## src/rtl/mktg_pkg.sv

```systemverilog
// Shared types, codes and lookup tables for the Morse keyer tone generator.
package mktg_pkg;

    // Default widths for the tone phase path
    localparam int PHASE_WIDTH_DEF      = 32;
    localparam int TABLE_INDEX_BITS_DEF = 8;

    // Configuration register indexes and reset values
    localparam logic [1:0]  CFG_UNIT_SAMPLES = 2'd0;
    localparam logic [1:0]  CFG_PHASE_STEP   = 2'd1;
    localparam logic [15:0] UNIT_SAMPLES_RST = 16'd2880;
    localparam logic [31:0] PHASE_STEP_RST   = 32'd89478485;

    localparam logic [7:0] SILENCE = 8'd128;

    // Input commands
    localparam logic [1:0] CMD_START = 2'd0;
    localparam logic [1:0] CMD_CHAR  = 2'd1;
    localparam logic [1:0] CMD_TICK  = 2'd2;

    // Result status codes
    localparam logic [2:0] ST_BUSY_TICK = 3'd0;
    localparam logic [2:0] ST_IDLE_TICK = 3'd1;
    localparam logic [2:0] ST_START     = 3'd2;
    localparam logic [2:0] ST_CHAR      = 3'd3;
    localparam logic [2:0] ST_IGNORED   = 3'd4;
    localparam logic [2:0] ST_REJECT    = 3'd5;

    localparam logic [7:0] ASCII_SPACE = 8'h20;

    // Keying stages
    typedef enum logic [3:0] {
        STAGE_IDLE   = 4'b0001,
        STAGE_TONE   = 4'b0010,
        STAGE_GAP    = 4'b0100,
        STAGE_SILENT = 4'b1000
    } stage_t;

    // Per-transfer result of the keyer toward the sample path
    typedef struct packed {
        logic       keyed;   // this tick plays tone
        logic [2:0] status;
        logic       busy;    // busy after this transfer
    } keyer_res_t;

    // Decoded character
    typedef struct packed {
        logic       hit;
        logic [2:0] total;
        logic [4:0] pattern;
    } char_info_t;

    // Quarter sine wave, entries 0..64
    localparam logic [7:0] SINE_QUARTER [65] = '{
        8'd128, 8'd131, 8'd134, 8'd137, 8'd140, 8'd143, 8'd146, 8'd149,
        8'd152, 8'd155, 8'd158, 8'd161, 8'd164, 8'd167, 8'd170, 8'd173,
        8'd176, 8'd179, 8'd182, 8'd185, 8'd187, 8'd190, 8'd193, 8'd195,
        8'd198, 8'd201, 8'd203, 8'd206, 8'd208, 8'd210, 8'd213, 8'd215,
        8'd217, 8'd219, 8'd222, 8'd224, 8'd226, 8'd228, 8'd230, 8'd231,
        8'd233, 8'd235, 8'd236, 8'd238, 8'd240, 8'd241, 8'd242, 8'd244,
        8'd245, 8'd246, 8'd247, 8'd248, 8'd249, 8'd250, 8'd251, 8'd251,
        8'd252, 8'd253, 8'd253, 8'd254, 8'd254, 8'd254, 8'd254, 8'd254,
        8'd255
    };

    // Letters A..Z then digits 0..9: element count in 7:5, dash bits in 4:0
    localparam logic [7:0] CODE_TABLE [36] = '{
        {3'd2, 5'd2},  {3'd4, 5'd1},  {3'd4, 5'd5},  {3'd3, 5'd1},  {3'd1, 5'd0},
        {3'd4, 5'd4},  {3'd3, 5'd3},  {3'd4, 5'd0},  {3'd2, 5'd0},  {3'd4, 5'd14},
        {3'd3, 5'd5},  {3'd4, 5'd2},  {3'd2, 5'd3},  {3'd2, 5'd1},  {3'd3, 5'd7},
        {3'd4, 5'd6},  {3'd4, 5'd11}, {3'd3, 5'd2},  {3'd3, 5'd0},  {3'd1, 5'd1},
        {3'd3, 5'd4},  {3'd4, 5'd8},  {3'd3, 5'd6},  {3'd4, 5'd9},  {3'd4, 5'd13},
        {3'd4, 5'd3},
        {3'd5, 5'd31}, {3'd5, 5'd30}, {3'd5, 5'd28}, {3'd5, 5'd24}, {3'd5, 5'd16},
        {3'd5, 5'd0},  {3'd5, 5'd1},  {3'd5, 5'd3},  {3'd5, 5'd7},  {3'd5, 5'd15}
    };

    // Full-wave sine from the quarter table; the downward zero crossing (index 128)
    // and the trough (index 192) are special-cased
    function automatic logic [7:0] sine_lookup(input logic [7:0] i);
        logic [8:0] j;
        logic [7:0] v;
        j = 9'd0;
        if (i <= 8'd64) begin
            v = SINE_QUARTER[i[6:0]];
        end else if (i < 8'd128) begin
            j = 9'd128 - {1'b0, i};
            v = SINE_QUARTER[j[6:0]];
        end else if (i == 8'd128) begin
            v = 8'd127;
        end else if (i < 8'd192) begin
            j = {1'b0, i} - 9'd128;
            v = 8'd255 - SINE_QUARTER[j[6:0]];
        end else if (i == 8'd192) begin
            v = 8'd1;
        end else begin
            j = 9'd256 - {1'b0, i};
            v = 8'd255 - SINE_QUARTER[j[6:0]];
        end
        return v;
    endfunction

    // ASCII letter (either case) or digit to its element code
    function automatic char_info_t char_decode(input logic [7:0] ch);
        char_info_t info;
        logic [7:0] idx;
        logic [7:0] code;
        info = '0;
        idx  = 8'd0;
        if (ch >= 8'h41 && ch <= 8'h5A) begin
            idx = ch - 8'h41;
            info.hit = 1'b1;
        end else if (ch >= 8'h61 && ch <= 8'h7A) begin
            idx = ch - 8'h61;
            info.hit = 1'b1;
        end else if (ch >= 8'h30 && ch <= 8'h39) begin
            idx = ch - 8'h30 + 8'd26;
            info.hit = 1'b1;
        end
        code = CODE_TABLE[idx[5:0]];
        if (info.hit) begin
            info.total   = code[7:5];
            info.pattern = code[4:0];
        end
        return info;
    endfunction

endpackage

```

## src/rtl/mktg_keyer.sv

```systemverilog
// Morse keying sequencer: element, unit and sample counters.
module mktg_keyer (
    input  logic                   aclk,
    input  logic                   aresetn,
    input  logic                   accept,
    input  logic [1:0]             command,
    input  logic [7:0]             char_code,
    input  logic [15:0]            unit_samples,
    output mktg_pkg::keyer_res_t   res
);
    import mktg_pkg::*;

    stage_t      stage_reg,    stage_next;
    logic [4:0]  pattern_reg,  pattern_next;
    logic [2:0]  total_reg,    total_next;
    logic [2:0]  position_reg, position_next;
    logic [2:0]  units_reg,    units_next;
    logic [15:0] samples_reg,  samples_next;

    logic [15:0] unit_len;
    logic [2:0]  pos_inc;
    logic [7:0]  pattern_ext;
    char_info_t  info;

    // A unit of zero samples counts as one
    assign unit_len    = (unit_samples == 16'd0) ? 16'd1 : unit_samples;
    assign pos_inc     = position_reg + 3'd1;
    assign pattern_ext = {3'b000, pattern_reg};
    assign info        = char_decode(char_code);

    // Next state and status for one transfer
    always_comb begin
        stage_next    = stage_reg;
        pattern_next  = pattern_reg;
        total_next    = total_reg;
        position_next = position_reg;
        units_next    = units_reg;
        samples_next  = samples_reg;
        res.status    = ST_IGNORED;
        res.keyed     = 1'b0;

        if (accept) begin
            unique case (command)
                CMD_START: begin
                    pattern_next  = 5'd0;
                    total_next    = 3'd0;
                    position_next = 3'd0;
                    stage_next    = STAGE_SILENT;
                    units_next    = 3'd3;
                    samples_next  = unit_len;
                    res.status    = ST_START;
                end
                CMD_CHAR: begin
                    if (stage_reg != STAGE_IDLE) begin
                        res.status = ST_REJECT;
                    end else if (char_code == ASCII_SPACE) begin
                        stage_next   = STAGE_SILENT;
                        units_next   = 3'd6;
                        samples_next = unit_len;
                        res.status   = ST_CHAR;
                    end else if (info.hit) begin
                        pattern_next  = info.pattern;
                        total_next    = info.total;
                        position_next = 3'd0;
                        stage_next    = STAGE_TONE;
                        units_next    = info.pattern[0] ? 3'd3 : 3'd1;
                        samples_next  = unit_len;
                        res.status    = ST_CHAR;
                    end
                end
                CMD_TICK: begin
                    if (stage_reg == STAGE_IDLE) begin
                        res.status = ST_IDLE_TICK;
                    end else begin
                        res.status = ST_BUSY_TICK;
                        res.keyed  = (stage_reg == STAGE_TONE);
                        if (samples_reg > 16'd1) begin
                            samples_next = samples_reg - 16'd1;
                        end else if (units_reg > 3'd1) begin
                            units_next   = units_reg - 3'd1;
                            samples_next = unit_len;
                        end else begin
                            // end of stage
                            priority if (stage_reg == STAGE_TONE) begin
                                stage_next   = STAGE_GAP;
                                units_next   = 3'd1;
                                samples_next = unit_len;
                            end else if (stage_reg == STAGE_GAP) begin
                                position_next = pos_inc;
                                samples_next  = unit_len;
                                if (pos_inc < total_reg) begin
                                    stage_next = STAGE_TONE;
                                    units_next = pattern_ext[pos_inc] ? 3'd3 : 3'd1;
                                end else begin
                                    stage_next = STAGE_SILENT;
                                    units_next = 3'd2;
                                end
                            end else begin
                                stage_next   = STAGE_IDLE;
                                units_next   = 3'd0;
                                samples_next = 16'd0;
                            end
                        end
                    end
                end
                default: begin
                    res.status = ST_IGNORED;
                end
            endcase
        end
        res.busy = (stage_next != STAGE_IDLE);
    end

    // State registers
    always_ff @(posedge aclk) begin
        if (!aresetn) begin
            stage_reg    <= STAGE_IDLE;
            pattern_reg  <= 5'd0;
            total_reg    <= 3'd0;
            position_reg <= 3'd0;
            units_reg    <= 3'd0;
            samples_reg  <= 16'd0;
        end else begin
            stage_reg    <= stage_next;
            pattern_reg  <= pattern_next;
            total_reg    <= total_next;
            position_reg <= position_next;
            units_reg    <= units_next;
            samples_reg  <= samples_next;
        end
    end

`ifndef ASSERT_OFF
    // an active stage always has time left in it
    a_active_counts: assert property (@(posedge aclk) disable iff (!aresetn)
        (stage_reg != STAGE_IDLE) |-> (units_reg != 3'd0 && samples_reg != 16'd0))
        else $error("active stage with empty counters");
    // idle leaves the counters cleared
    a_idle_counts: assert property (@(posedge aclk) disable iff (!aresetn)
        (stage_reg == STAGE_IDLE) |-> (units_reg == 3'd0 && samples_reg == 16'd0))
        else $error("idle with counters set");
    // tone only for an element inside the character
    a_tone_pos: assert property (@(posedge aclk) disable iff (!aresetn)
        (stage_reg == STAGE_TONE) |-> (position_reg < total_reg))
        else $error("tone past last element");
`endif

endmodule

```

## src/rtl/morse_keyer_tone_generator.sv

```systemverilog
// Top level: Morse keyer with phase-accumulator sine tone, one sample per tick.
//
//  channel | direction | handshake           | payload
//  --------+-----------+---------------------+-------------------------------
//  s_      | in        | s_valid / s_ready   | s_command, s_char_code
//  m_      | out       | m_valid / m_ready   | m_sample, m_status, m_busy_res
//  cfg_    | in        | cfg_wr_en           | cfg_wr_index, cfg_wr_data
//
// One item per cycle when not stalled; the output register captures its result
// at the transfer. The keyer counters and the phase add plus sine lookup sit
// between the input port and that register. s_ready holds while the output
// register is empty or taken in the same cycle, so stalls on m_ready back up to
// s_ready. Reset (synchronous, aresetn low) clears the keyer to idle, the phase
// to zero, the registers to their defaults and the output register to empty.
module morse_keyer_tone_generator #(
    parameter int PHASE_WIDTH      = mktg_pkg::PHASE_WIDTH_DEF,
    parameter int TABLE_INDEX_BITS = mktg_pkg::TABLE_INDEX_BITS_DEF
) (
    input  logic        aclk,
    input  logic        aresetn,
    input  logic        cfg_wr_en,
    input  logic [1:0]  cfg_wr_index,
    input  logic [31:0] cfg_wr_data,
    input  logic        s_valid,
    output logic        s_ready,
    input  logic [1:0]  s_command,
    input  logic [7:0]  s_char_code,
    output logic        m_valid,
    input  logic        m_ready,
    output logic [7:0]  m_sample,
    output logic [2:0]  m_status,
    output logic        m_busy_res
);
    import mktg_pkg::*;

    logic [15:0]            unit_samples_reg;
    logic [31:0]            phase_step_reg;
    logic [PHASE_WIDTH-1:0] phase_reg, phase_next;
    logic [PHASE_WIDTH-1:0] phase_sum;
    logic [7:0]             sine_idx;
    logic [7:0]             sample_next;
    logic                   accept;
    keyer_res_t             kres;

    logic                   m_valid_reg;
    logic [7:0]             m_sample_reg;
    logic [2:0]             m_status_reg;
    logic                   m_busy_res_reg;

    assign s_ready = !m_valid_reg || m_ready;
    assign accept  = s_valid && s_ready;

    // Configuration registers
    always_ff @(posedge aclk) begin
        if (!aresetn) begin
            unit_samples_reg <= UNIT_SAMPLES_RST;
            phase_step_reg   <= PHASE_STEP_RST;
        end else if (cfg_wr_en) begin
            if (cfg_wr_index == CFG_UNIT_SAMPLES) begin
                unit_samples_reg <= cfg_wr_data[15:0];
            end else if (cfg_wr_index == CFG_PHASE_STEP) begin
                phase_step_reg <= cfg_wr_data;
            end
        end
    end

    mktg_keyer u_keyer (
        .aclk         (aclk),
        .aresetn      (aresetn),
        .accept       (accept),
        .command      (s_command),
        .char_code    (s_char_code),
        .unit_samples (unit_samples_reg),
        .res          (kres)
    );

    // Phase advance before the lookup
    assign phase_sum = phase_reg + phase_step_reg[PHASE_WIDTH-1:0];

    // Top table-index bits mapped onto the 256-entry table
    generate
        if (TABLE_INDEX_BITS >= 8) begin : g_idx_wide
            assign sine_idx = phase_sum[PHASE_WIDTH-1 -: 8];
        end else begin : g_idx_narrow
            assign sine_idx = {phase_sum[PHASE_WIDTH-1 -: TABLE_INDEX_BITS],
                               {(8 - TABLE_INDEX_BITS){1'b0}}};
        end
    endgenerate

    // Phase update and sample select
    always_comb begin
        phase_next  = phase_reg;
        sample_next = SILENCE;
        if (accept) begin
            if (s_command == CMD_START) begin
                phase_next = '0;
            end else if (kres.keyed) begin
                phase_next  = phase_sum;
                sample_next = sine_lookup(sine_idx);
            end
        end
    end

    always_ff @(posedge aclk) begin
        if (!aresetn) begin
            phase_reg <= '0;
        end else begin
            phase_reg <= phase_next;
        end
    end

    // Output register
    always_ff @(posedge aclk) begin
        if (!aresetn) begin
            m_valid_reg <= 1'b0;
        end else if (accept) begin
            m_valid_reg <= 1'b1;
        end else if (m_ready) begin
            m_valid_reg <= 1'b0;
        end
    end

    always_ff @(posedge aclk) begin
        if (accept) begin
            m_sample_reg   <= sample_next;
            m_status_reg   <= kres.status;
            m_busy_res_reg <= kres.busy;
        end
    end

    assign m_valid    = m_valid_reg;
    assign m_sample   = m_sample_reg;
    assign m_status   = m_status_reg;
    assign m_busy_res = m_busy_res_reg;

`ifndef ASSERT_OFF
    // start clears the phase and reports start taken
    a_start_clears: assert property (@(posedge aclk) disable iff (!aresetn)
        (accept && s_command == CMD_START) |=>
            (phase_reg == '0 && m_status_reg == ST_START))
        else $error("start did not clear phase");
    // only ticks carry tone
    a_non_tick_silent: assert property (@(posedge aclk) disable iff (!aresetn)
        (accept && s_command != CMD_TICK) |=> (m_sample_reg == SILENCE))
        else $error("non-tick result not silent");
    // phase moves only on a keyed tick or a start
    a_phase_hold: assert property (@(posedge aclk) disable iff (!aresetn)
        !accept |=> $stable(phase_reg))
        else $error("phase changed without transfer");
`endif

endmodule

```

## config.mk

```make
export PLATFORM = sky130hd
export DESIGN_NAME = morse_keyer_tone_generator
export DESIGN_NICKNAME = d
export VERILOG_FILES = /design/src/rtl/mktg_pkg.sv /design/src/rtl/mktg_keyer.sv /design/src/rtl/morse_keyer_tone_generator.sv
export SDC_FILE = /design/constraint.sdc
export NUM_CORES = 1
export LEC_CHECK = 0
export ABC_AREA = 1
export BUFFER_PORTS_ARGS = -buffer_cell sky130_fd_sc_hd__buf_2
export CORE_MARGIN = 8
export CORE_UTILIZATION = 69
export CTS_BUF_LIST = sky130_fd_sc_hd__clkbuf_2
export DETAILED_ROUTE_END_ITERATION = 8
export PLACE_DENSITY_LB_ADDON = 0.12
export SYNTH_ARGS = -nofsm -noshare
export SYNTH_HDL_FRONTEND = slang
export SYNTH_SLANG_ARGS = --single-unit
```

## constraint.sdc

```tcl
create_clock -name aclk -period 7.73 [get_ports aclk]
set_input_delay 0.3865 -clock aclk [delete_from_list [all_inputs] [get_ports aclk]]
set_output_delay 0.3865 -clock aclk [all_outputs]
set_load 0.02 [all_outputs]
```

==> results_tabular.tex, run 1 <==
\begin{tabular}{lr}
\hline
Metric & Value \\
\hline
\multicolumn{2}{l}{\textbf{STA}} \\
\quad Setup\_tns & 0 ns \\
\quad Worst hold margin & 0.0650 ns \\
\quad Max Freq & 253 MHz \\
\quad Transition time at the pin with the least slew margin & 1.11 ns \\
\quad Setup repair after global routing missed its margin & false \\
\quad Ratio of final minimum period to clock period & 51.1\% \\
\quad Largest clock skew in the final design & roughly 0.024 ns \\
\quad Final slew viol count & 0 \\
\quad Worst rel slew slack & a little over a quarter \\
\quad Time the final worst path needs with I/O delays and setup & a little under 4 ns \\
\quad Final Hold Violating Endpoints & 0 \\
\quad Number of setup violations in the final report & 0 \\
\multicolumn{2}{l}{\textbf{Setup path}} \\
\quad Arrival time of the worst setup path & approximately 4.5 ns \\
\quad Critical Path Source & phase\_step\_reg[0]\$\_SDFFE\_PN1P\_ \\
\quad Worst setup path class & reg -> reg \\
\quad Crit path launch type & flop \\
\quad Reg-to-Reg Start & phase\_step\_reg[0]\$\_SDFFE\_PN1P\_ \\
\quad Max Fanout on Critical Path & 14 \\
\quad Worst path required time & 8.31 ns \\
\quad Critical path endpoint category & flop \\
\multicolumn{2}{l}{\textbf{Final layout}} \\
\quad Final Util & roughly three quarters \\
\quad Most common library cell in the layout ignoring fill and taps & nand2\_1 \\
\quad Leading cell types in the layout, fill and taps excluded & nand2\_1, inv\_1, nor2\_1, a21oi\_1, dfxtp\_1 \\
\quad FILL cells & 1173 \\
\quad NumNets Final & 1772 \\
\quad Layout cell share with drive strength beyond 1 & a little over a tenth \\
\quad Area Growth Syn to Fin & 9.13\% \\
\quad Finished Layout Cells & 1857 \\
\multicolumn{2}{l}{\textbf{Route}} \\
\quad Final routed DRC violation total & 0 \\
\quad Number of iterations in the first detailed-routing pass & 7 \\
\quad Count of routing violations after the opening detailed-route iteration & 1194 \\
\quad Post-route antenna net violation count & 0 \\
\quad Final WL & just under 30000 um \\
\quad Vias & 10900 \\
\quad Post-DR wirelength/cell & 15.6 um \\
\quad Vias per Instance & around 6 \\
\multicolumn{2}{l}{\textbf{Logic synthesis}} \\
\quad Synth area leader & dfxtp\_1 \\
\quad Flop and latch count out of synthesis & 127 \\
\quad Avg Inst Size Synth & 6.30 um\^{}2 \\
\quad Number of enable flip-flop cells after synthesis & 12 \\
\quad Proportion of register bits with asynchronous set or reset after synthesis & 0\% \\
\quad Netlist area before placement & 10000 um\^{}2 \\
\quad Count of unique library cells instantiated by Yosys & 64 \\
\quad Biggest area contributors in the synthesized netlist & dfxtp\_1, nand2\_1, ha\_1 \\
\quad Post-Synthesis Net Count & 1701 \\
\quad Ys flop type & dfxtp\_1 \\
\quad Gate count of the mapped netlist & 1588 \\
\quad Number of synthesis warnings & 0 \\
\quad Sequential area share after synthesis & 26.6\% \\
\quad Synth top area share & approximately 23\% \\
\multicolumn{2}{l}{\textbf{Clock network}} \\
\quad Number of buffers added by the clock tree synthesis step & 17 \\
\quad Post-CTS setup repair buffer count & 0 \\
\quad Insertion delay of the later-clocked pin in the worst-skew pair & roughly 0.74 ns \\
\quad \# H-tree levels & 4 \\
\quad Number of hold buffers added after CTS & 33 \\
\quad Clock transition time at the flip-flop clock pins of the worst setup and hold paths & between 0.2 and 0.25 ns \\
\quad Clock tree from TritonCTS & built \\
\quad CTS resizes & 0 \\
\quad Maximum root-to-sink buffer count & 2 \\
\quad Root buffer selected by CTS & clkbuf\_2 \\
\quad Number of sinks driven by the clock tree & around 130 \\
\multicolumn{2}{l}{\textbf{Floorplan}} \\
\quad Die Outline Area & 18600 um\^{}2 \\
\quad Chip Width & between 100 and 150 um \\
\quad Total core area & roughly 14000 um\^{}2 \\
\quad Boundary pin count & 63 \\
\quad Effective utilization at floorplan & a little over two thirds \\
\quad Die Y-Extent & 136 um \\
\quad Std-Cell Rows & 44 \\
\multicolumn{2}{l}{\textbf{Placed design}} \\
\quad HPWL after detailed placement & 20700 um \\
\quad Cell count after placement & 1791 \\
\quad Count of port buffers added during placement & 62 \\
\quad Gp weighted congestion & between 0.9 and 1 \\
\multicolumn{2}{l}{\textbf{Pwr}} \\
\quad Power Dens Cells & 143 nW/um\^{}2 \\
\quad Leakage power summed over all cells & 0.00535 uW \\
\quad Final Total Pwr & $\sim$1600 uW \\
\quad Maximum resistive drop on vdd & 0.131 mV \\
\multicolumn{2}{l}{\textbf{Run}} \\
\quad Number of violations of the max-capacitance limit & 0 \\
\multicolumn{2}{l}{\textbf{Global route}} \\
\quad Largest net degree at the start of global routing & 60 \\
\quad Global-route wire length before repair & 47000 um \\
\quad Number of antenna violations at the first check in global routing & 1 \\
\quad GRT Overall Usage & approximately 31\% \\
\quad Grt total ovfl & 0 \\
\quad Number of global-route vias before repair & between 9000 and 10000 \\
\multicolumn{2}{l}{\textbf{Hold path}} \\
\quad Beginning of the worst hold path & s\_valid \\
\quad Type of the worst min-delay path & in -> reg \\
\multicolumn{2}{l}{\textbf{Run status}} \\
\quad Status & completed \\
\hline
\end{tabular}
==> layer usage <==
layer | vias up | track usage (%) | part of all wire [%] | wire [um]
met3 | 84 | 5.99 | 8.4 | 2440
li1 | 5365 | - | - | -
met4 | 0 | 12.1 | 2.7 | 793
met5 | - | 0 | 0 | 0
met1 | 4922 | 39.2 | 42 | 12200
met2 | 567 | 50.8 | 46 | 13400
==> metrics by stage <==
stage | area (um^2) | setup WS (ns)
finish | 10900 | 3.78
global route | 10900 | 3.40
CTS | 10900 | 3.84
floorplan | 10000 | 4.23
global placement | 10300 | 4.00
detailed placement | 10300 | 3.91
==> Yosys cell counts, types with 10 or more instances <==
master / number
nand2_1: 414
nand2_2: 24
nor2_2: 10
o22ai_1: 10
ha_1: 63
clkbuf_1: 30
o211ai_1: 14
nand2_4: 10
o21ai_0: 113
nand4_1: 23
a211oi_1: 10
nor2_1: 171
inv_1: 196
edfxtp_1: 12
nand3_1: 107
a21oi_1: 130
dfxtp_1: 115
==> final cells by class <==
cell class	instances	area, um^2	area share, %
clock buffers	17	85.1	0.780
repair buffers	97	656	6.01
well taps	184	230	2.11
multi-input cells	1211	6340	58.1
diodes	1	2.50	0.0229
clock inverters	15	160	1.47
flip-flops and latches	127	2660	24.4
inverters	205	774	7.10
==> logic make-up after synthesis <==
logic type / after synthesis / synth area share [%]
flip-flops: 127 / 26.6
AND/OR/NAND/NOR: 802 / 35.1
buffers and inverters: 250 / 9.97
adder cells (fa/ha/maj): 64 / 8.08
AO/OA/AOI/OAI: 329 / 18.7
XOR/XNOR: 16 / 1.48
==> final timing paths <==
check                                                    endpoint  slack [ns]  cells past startpoint
worst min register to register  u_keyer.total_reg[2]$_SDFFE_PN0P_        0.48                      2
worst max-delay path                    m_sample[4]$_SDFFCE_PP0P_        3.78                     23
worst max register to register          m_sample[4]$_SDFFCE_PP0P_        3.78                     23
worst min-delay path                         m_valid$_SDFFE_PN0P_        0.07                      3
==> worst max-delay path, cell delays in order, from the launching register on <==
cell     delay (ns)
dfxtp_1        0.36
ha_1           0.23
fa_1           0.44
nand2_1        0.12
nand3_1        0.12
nand3_1        0.12
nand2_2        0.10
nand2_1        0.11
nand4_1        0.15
nand2_4        0.19
ha_1           0.24
inv_1          0.09
ha_1           0.43
nor2_1         0.28
inv_1          0.09
nand3_1        0.09
nand2_1        0.06
nand2_1        0.10
nand2_1        0.06
nand2_1        0.07
nand4_1        0.07
nand2_1        0.08
nand2_1        0.05
a21oi_1        0.15
==> power breakdown <==
part	switching, uW	internal [uW]	total, uW
sequential	19.6	695	714
clock	290	152	442
combinational	270	133	403
No activity file was read; power rests on OpenSTA's default activity.
==> run 2, diff against run 1 <==
--- a/config.mk
+++ b/config.mk
@@ -5,10 +5,10 @@
 export SDC_FILE = /design/constraint.sdc
 export NUM_CORES = 1
 export LEC_CHECK = 0
-export ABC_AREA = 1
+export ABC_AREA = 0
 export BUFFER_PORTS_ARGS = -buffer_cell sky130_fd_sc_hd__buf_2
 export CORE_MARGIN = 8
-export CORE_UTILIZATION = 69
+export CORE_UTILIZATION = 64
 export CTS_BUF_LIST = sky130_fd_sc_hd__clkbuf_2
 export DETAILED_ROUTE_END_ITERATION = 8
 export PLACE_DENSITY_LB_ADDON = 0.12
==> constraint.sdc (replaced) <==
create_clock -name aclk -period 4 [get_ports aclk]
set_input_delay 0.2 -clock aclk [delete_from_list [all_inputs] [get_ports aclk]]
set_output_delay 0.2 -clock aclk [all_outputs]
set_load 0.02 [all_outputs]
==> run 2 against run 1 <==
Against the previous run: clock skew grew 0.025 ns; global-route usage up 1.2 points; non-clock buffer count is 170 higher; synthesized cell count is 17% lower; area after synthesis is 1.5% lower; routed wire length grew 16%.
==> results_tabular.tex, run 2 <==
\begin{tabular}{lr}
\hline
Metric & Value \\
\hline
\multicolumn{2}{l}{\textbf{Run status}} \\
\quad Status & completed (unchanged) \\
\multicolumn{2}{l}{\textbf{Global route}} \\
\quad Grt total ovfl & 0 (unchanged) \\
\quad Global-route wire length before repair & 52400 um (was 47000 um) \\
\quad Number of antenna violations at the first check in global routing & 0 (was 1) \\
\quad Largest net degree at the start of global routing & 51 (was 60) \\
\quad GRT Overall Usage & 32.1\% (was 30.9\%) \\
\quad Number of global-route vias before repair & 10700 (was 9956) \\
\multicolumn{2}{l}{\textbf{Setup path}} \\
\quad Arrival time of the worst setup path & 4.54 ns (was 4.53 ns) \\
\quad CP top delay family & compound AO/OA/AOI/OAI gates (was simple AND/OR/NAND/NOR gates) \\
\quad Slowest stage cell on the critical path & a2111oi\_4 (was fa\_1) \\
\quad Worst R2R Path Depth & 17 (was 23) \\
\quad Reg-to-Reg Start & phase\_step\_reg[10]\$\_SDFFE\_PN1P\_ (was phase\_step\_reg[0]\$\_SDFFE\_PN1P\_) \\
\quad Cell Chain, Critical Path & ha\_1 > buf\_4 > nand2\_1 > nor3\_1 > o21ai\_2 > a2111oi\_4 > buf\_6 > mux2\_4 > a21oi\_4 > buf\_4 > nand3\_4 > xor2\_2 > buf\_4 > maj3\_2 > o2111ai\_2 > nor4b\_4 > nor4\_2 (was ha\_1 > fa\_1 > nand2\_1 > nand3\_1 > nand3\_1 > nand2\_2 > nand2\_1 > nand4\_1 > nand2\_4 > ha\_1 > inv\_1 > ha\_1 > nor2\_1 > inv\_1 > nand3\_1 > nand2\_1 > nand2\_1 > nand2\_1 > nand2\_1 > nand4\_1 > nand2\_1 > nand2\_1 > a21oi\_1) \\
\quad Max Fanout on Critical Path & 6 (was 14) \\
\quad Critical path endpoint category & flop (unchanged) \\
\quad Crit path launch type & flop (unchanged) \\
\quad Setup slack of the worst register-to-register path & 0.02 ns (was 3.78 ns) \\
\quad R2r endpoint & m\_sample[5]\$\_SDFFCE\_PP0P\_ (was m\_sample[4]\$\_SDFFCE\_PP0P\_) \\
\quad Cell seen most often among critical-path stages & buf\_4 (was nand2\_1) \\
\quad Buffers \& Inverters on Critical Path & 4 (was 2) \\
\quad Worst setup path class & reg -> reg (unchanged) \\
\quad Worst path required time & 4.56 ns (was 8.31 ns) \\
\quad Highest cell delay on the worst timing path & 0.41 ns (was 0.44 ns) \\
\multicolumn{2}{l}{\textbf{Floorplan}} \\
\quad Chip Width & 140 um (was 136 um) \\
\quad Die Y-Extent & 140 um (was 136 um) \\
\quad Std-Cell Rows & 45 (was 44) \\
\quad Die Outline Area & 19600 um\^{}2 (was 18600 um\^{}2) \\
\quad Total core area & 15100 um\^{}2 (was 14400 um\^{}2) \\
\quad Boundary pin count & 63 (unchanged) \\
\quad Effective utilization at floorplan & 65.0\% (was 69.6\%) \\
\multicolumn{2}{l}{\textbf{Final layout}} \\
\quad Layout cell share with drive strength beyond 1 & 24.3\% (was 10.9\%) \\
\quad Area Growth Syn to Fin & 26.8\% (was 9.13\%) \\
\quad Most common library cell in the layout ignoring fill and taps & nand2\_1 (unchanged) \\
\quad NumNets Final & 1637 (was 1772) \\
\quad Combined area of the multi-input logic cells & 7150 um\^{}2 (was 6340 um\^{}2) \\
\quad Antenna cells & 0 (was 1) \\
\quad Final Util & 82.4\% (was 75.9\%) \\
\quad Leading cell types in the layout, fill and taps excluded & nand2\_1, buf\_4, a21oi\_1, nor2\_1, dfxtp\_1 (was nand2\_1, inv\_1, nor2\_1, a21oi\_1, dfxtp\_1) \\
\quad FILL cells & 1002 (was 1173) \\
\quad Sequential cell area in the final layout & 2690 um\^{}2 (was 2660 um\^{}2) \\
\multicolumn{2}{l}{\textbf{STA}} \\
\quad Setup repair after global routing missed its margin & true (was false) \\
\quad Max Freq & 251 MHz (was 253 MHz) \\
\quad Ratio of final minimum period to clock period & 99.5\% (was 51.1\%) \\
\quad Largest clock skew in the final design & 0.0490 ns (was 0.0237 ns) \\
\quad Transition time at the pin with the least slew margin & 0.863 ns (was 1.11 ns) \\
\quad Worst hold margin & 0.0297 ns (was 0.0650 ns) \\
\quad Worst rel slew slack & 42.3\% (was 26.0\%) \\
\quad Number of setup violations in the final report & 0 (unchanged) \\
\quad Final Hold Violating Endpoints & 0 (unchanged) \\
\quad Final slew viol count & 0 (unchanged) \\
\quad Setup\_tns & 0 ns (unchanged) \\
\quad Time the final worst path needs with I/O delays and setup & 3.98 ns (was 3.95 ns) \\
\multicolumn{2}{l}{\textbf{Logic synthesis}} \\
\quad Synth top area share & 23.4\% (was 23.0\%) \\
\quad Count of unique library cells instantiated by Yosys & 100 (was 64) \\
\quad Flop and latch count out of synthesis & 127 (unchanged) \\
\quad Synth area leader & dfxtp\_1 (unchanged) \\
\quad Number of enable flip-flop cells after synthesis & 12 (unchanged) \\
\quad Sequential area share after synthesis & 27.0\% (was 26.6\%) \\
\quad Post-Synthesis Net Count & 1437 (was 1701) \\
\quad Biggest area contributors in the synthesized netlist & dfxtp\_1, ha\_1, nand2\_1 (was dfxtp\_1, nand2\_1, ha\_1) \\
\quad Netlist area before placement & 9850 um\^{}2 (was 10000 um\^{}2) \\
\quad Leading post-synthesis cells by instance count & nand2\_1, a21oi\_1, nor2\_1 (was nand2\_1, inv\_1, nor2\_1) \\
\quad Proportion of register bits with asynchronous set or reset after synthesis & 0\% (unchanged) \\
\quad Ys flop type & dfxtp\_1 (unchanged) \\
\quad Gate count of the mapped netlist & 1324 (was 1588) \\
\quad Number of synthesis warnings & 0 (unchanged) \\
\quad Most frequent cell after synthesis & nand2\_1 (unchanged) \\
\quad Avg Inst Size Synth & 7.44 um\^{}2 (was 6.30 um\^{}2) \\
\multicolumn{2}{l}{\textbf{Pwr}} \\
\quad Maximum resistive drop on vdd & 0.265 mV (was 0.131 mV) \\
\quad Power Dens Cells & 270 nW/um\^{}2 (was 143 nW/um\^{}2) \\
\quad Leakage power summed over all cells & 0.00495 uW (was 0.00535 uW) \\
\multicolumn{2}{l}{\textbf{Clock network}} \\
\quad Number of buffers added by the clock tree synthesis step & 17 (unchanged) \\
\quad Number of sinks driven by the clock tree & 127 (unchanged) \\
\quad \# H-tree levels & 4 (unchanged) \\
\quad Insertion delay of the later-clocked pin in the worst-skew pair & 0.81 ns (was 0.74 ns) \\
\quad Root buffer selected by CTS & clkbuf\_2 (unchanged) \\
\quad Maximum root-to-sink buffer count & 2 (unchanged) \\
\quad Clock tree from TritonCTS & built (unchanged) \\
\quad Clock transition time at the flip-flop clock pins of the worst setup and hold paths & 0.28 ns (was 0.22 ns) \\
\multicolumn{2}{l}{\textbf{Placed design}} \\
\quad Count of port buffers added during placement & 62 (unchanged) \\
\quad HPWL after detailed placement & 21600 um (was 20700 um) \\
\quad Gp weighted congestion & 0.972 (was 0.976) \\
\multicolumn{2}{l}{\textbf{Route}} \\
\quad Post-DR wirelength/cell & 19.4 um (was 15.6 um) \\
\quad Post-route antenna net violation count & 0 (unchanged) \\
\quad Count of routing violations after the opening detailed-route iteration & 1244 (was 1194) \\
\quad Vias per Instance & 6.65 (was 5.89) \\
\quad Vias & 11500 (was 10900) \\
\quad Number of iterations in the first detailed-routing pass & 7 (unchanged) \\
\quad Final routed DRC violation total & 0 (unchanged) \\
\quad Final WL & 33400 um (was 28900 um) \\
\multicolumn{2}{l}{\textbf{Hold path}} \\
\quad Depth of the worst hold-timing path & 5 (was 3) \\
\quad Type of the worst min-delay path & in -> reg (unchanged) \\
\quad Beginning of the worst hold path & s\_command[1] (was s\_valid) \\
\quad Endpoint of the worst hold-timing path & u\_keyer.units\_reg[0]\$\_SDFFE\_PN0P\_ (was m\_valid\$\_SDFFE\_PN0P\_) \\
\multicolumn{2}{l}{\textbf{Run}} \\
\quad Number of violations of the max-capacitance limit & 0 (unchanged) \\
\hline
\end{tabular}
## run 2: cell count changes after synthesis, sizes merged, moves of 27 or more
cell / before / now
nor2: 182 / 125
clkbuf: 31 / 67
nand2: 448 / 210
nor3: 11 / 38
nand3: 115 / 46
a22oi: 1 / 36
inv: 201 / 37
o21ai: 120 / 86
## run 2: where the power goes
part / internal [uW] / total, uW / leakage [uW] / switching (uW)
Sequential: 1340 / 1380 / 0.00105 / 44.9
Combinational: 494 / 1170 / 0.00376 / 675
Clock: 197 / 817 / 0.000138 / 620
## run 2: how the worst max path moves through the flow
stage	to	cells after the start	start	slack, ns
after global placement	m_sample[5]$_SDFFCE_PP0P_	15	phase_step_reg[8]$_SDFFE_PN1P_	-0.04
after detailed placement	m_sample[5]$_SDFFCE_PP0P_	18	phase_step_reg[20]$_SDFFE_PN1P_	-0.11
final	m_sample[5]$_SDFFCE_PP0P_	17	phase_step_reg[10]$_SDFFE_PN1P_	0.02
after floorplan	m_sample[4]$_SDFFCE_PP0P_	20	phase_reg[0]$_SDFFE_PN0P_	-0.009
after global routing	m_sample[5]$_SDFFCE_PP0P_	17	phase_step_reg[5]$_SDFFE_PN0P_	-0.09
after CTS	m_sample[5]$_SDFFCE_PP0P_	15	phase_step_reg[17]$_SDFFE_PN0P_	-0.006
## run 2: routing by layer
layer  track usage (%)  up-vias  part of all wire (%)
li1                  -     5256                     -
met1              39.0     5280                    39
met2              54.0      747                    47
met3              6.22      184                   9.2
met4              14.7        0                   4.8
met5                 0        -                     0
## run 2: timing repair
action,CTS,global route
hold buffers,51,0
buffers inserted,4,16
endpoints found under the setup margin,7,7
hold endpoints to repair,55,0
pin swaps,7,38
cloned,0,1
gates resized for setup,13,85
## run 2: logic make-up (layout without fill, tap and decap cells)
logic type	Yosys count	count (layout)	share of synthesized area [%]
and+or+nand+nor	519	520	24.4
AOI/OAI and AO/OA	433	433	29.4
DFF	127	127	27.0
buffers and inverters	126	338	5.29
adders and majority gates	66	66	8.42
xor gates and xnor gates	42	42	4.00
muxes	11	11	1.45
## run 2: metrics by stage
stage               power, uW  instances  instance area [um^2]  worst slack (ns)
global placement         2410       1621                 11100           -0.0396
CTS                      3250       1708                 12000          -0.00569
floorplan                2090       1324                  9990          -0.00873
finish                   3370       1725                 12500            0.0181
global route             3520       1725                 12500           -0.0905
detailed placement       2420       1621                 11100            -0.109
## run 2: final cells by class
type	count	share of cell area [%]
clock inverter	15	1.18
clock buffer	17	0.681
inverter	39	1.25
sequential	127	21.6
timing repair buffer	267	16.2
tap	188	1.88
multi-input combinational	1072	57.3
## run 2: worst reg2reg max path: stages, from the launching register on
cell       delay [ns]
dfxtp_2          0.39
ha_1             0.30
buf_4            0.16
nand2_1          0.07
nor3_1           0.22
o21ai_2          0.15
a2111oi_4        0.41
buf_6            0.18
mux2_4           0.35
a21oi_4          0.14
buf_4            0.15
nand3_4          0.13
xor2_2           0.21
buf_4            0.16
maj3_2           0.29
o2111ai_2        0.10
nor4b_4          0.26
nor4_2           0.08
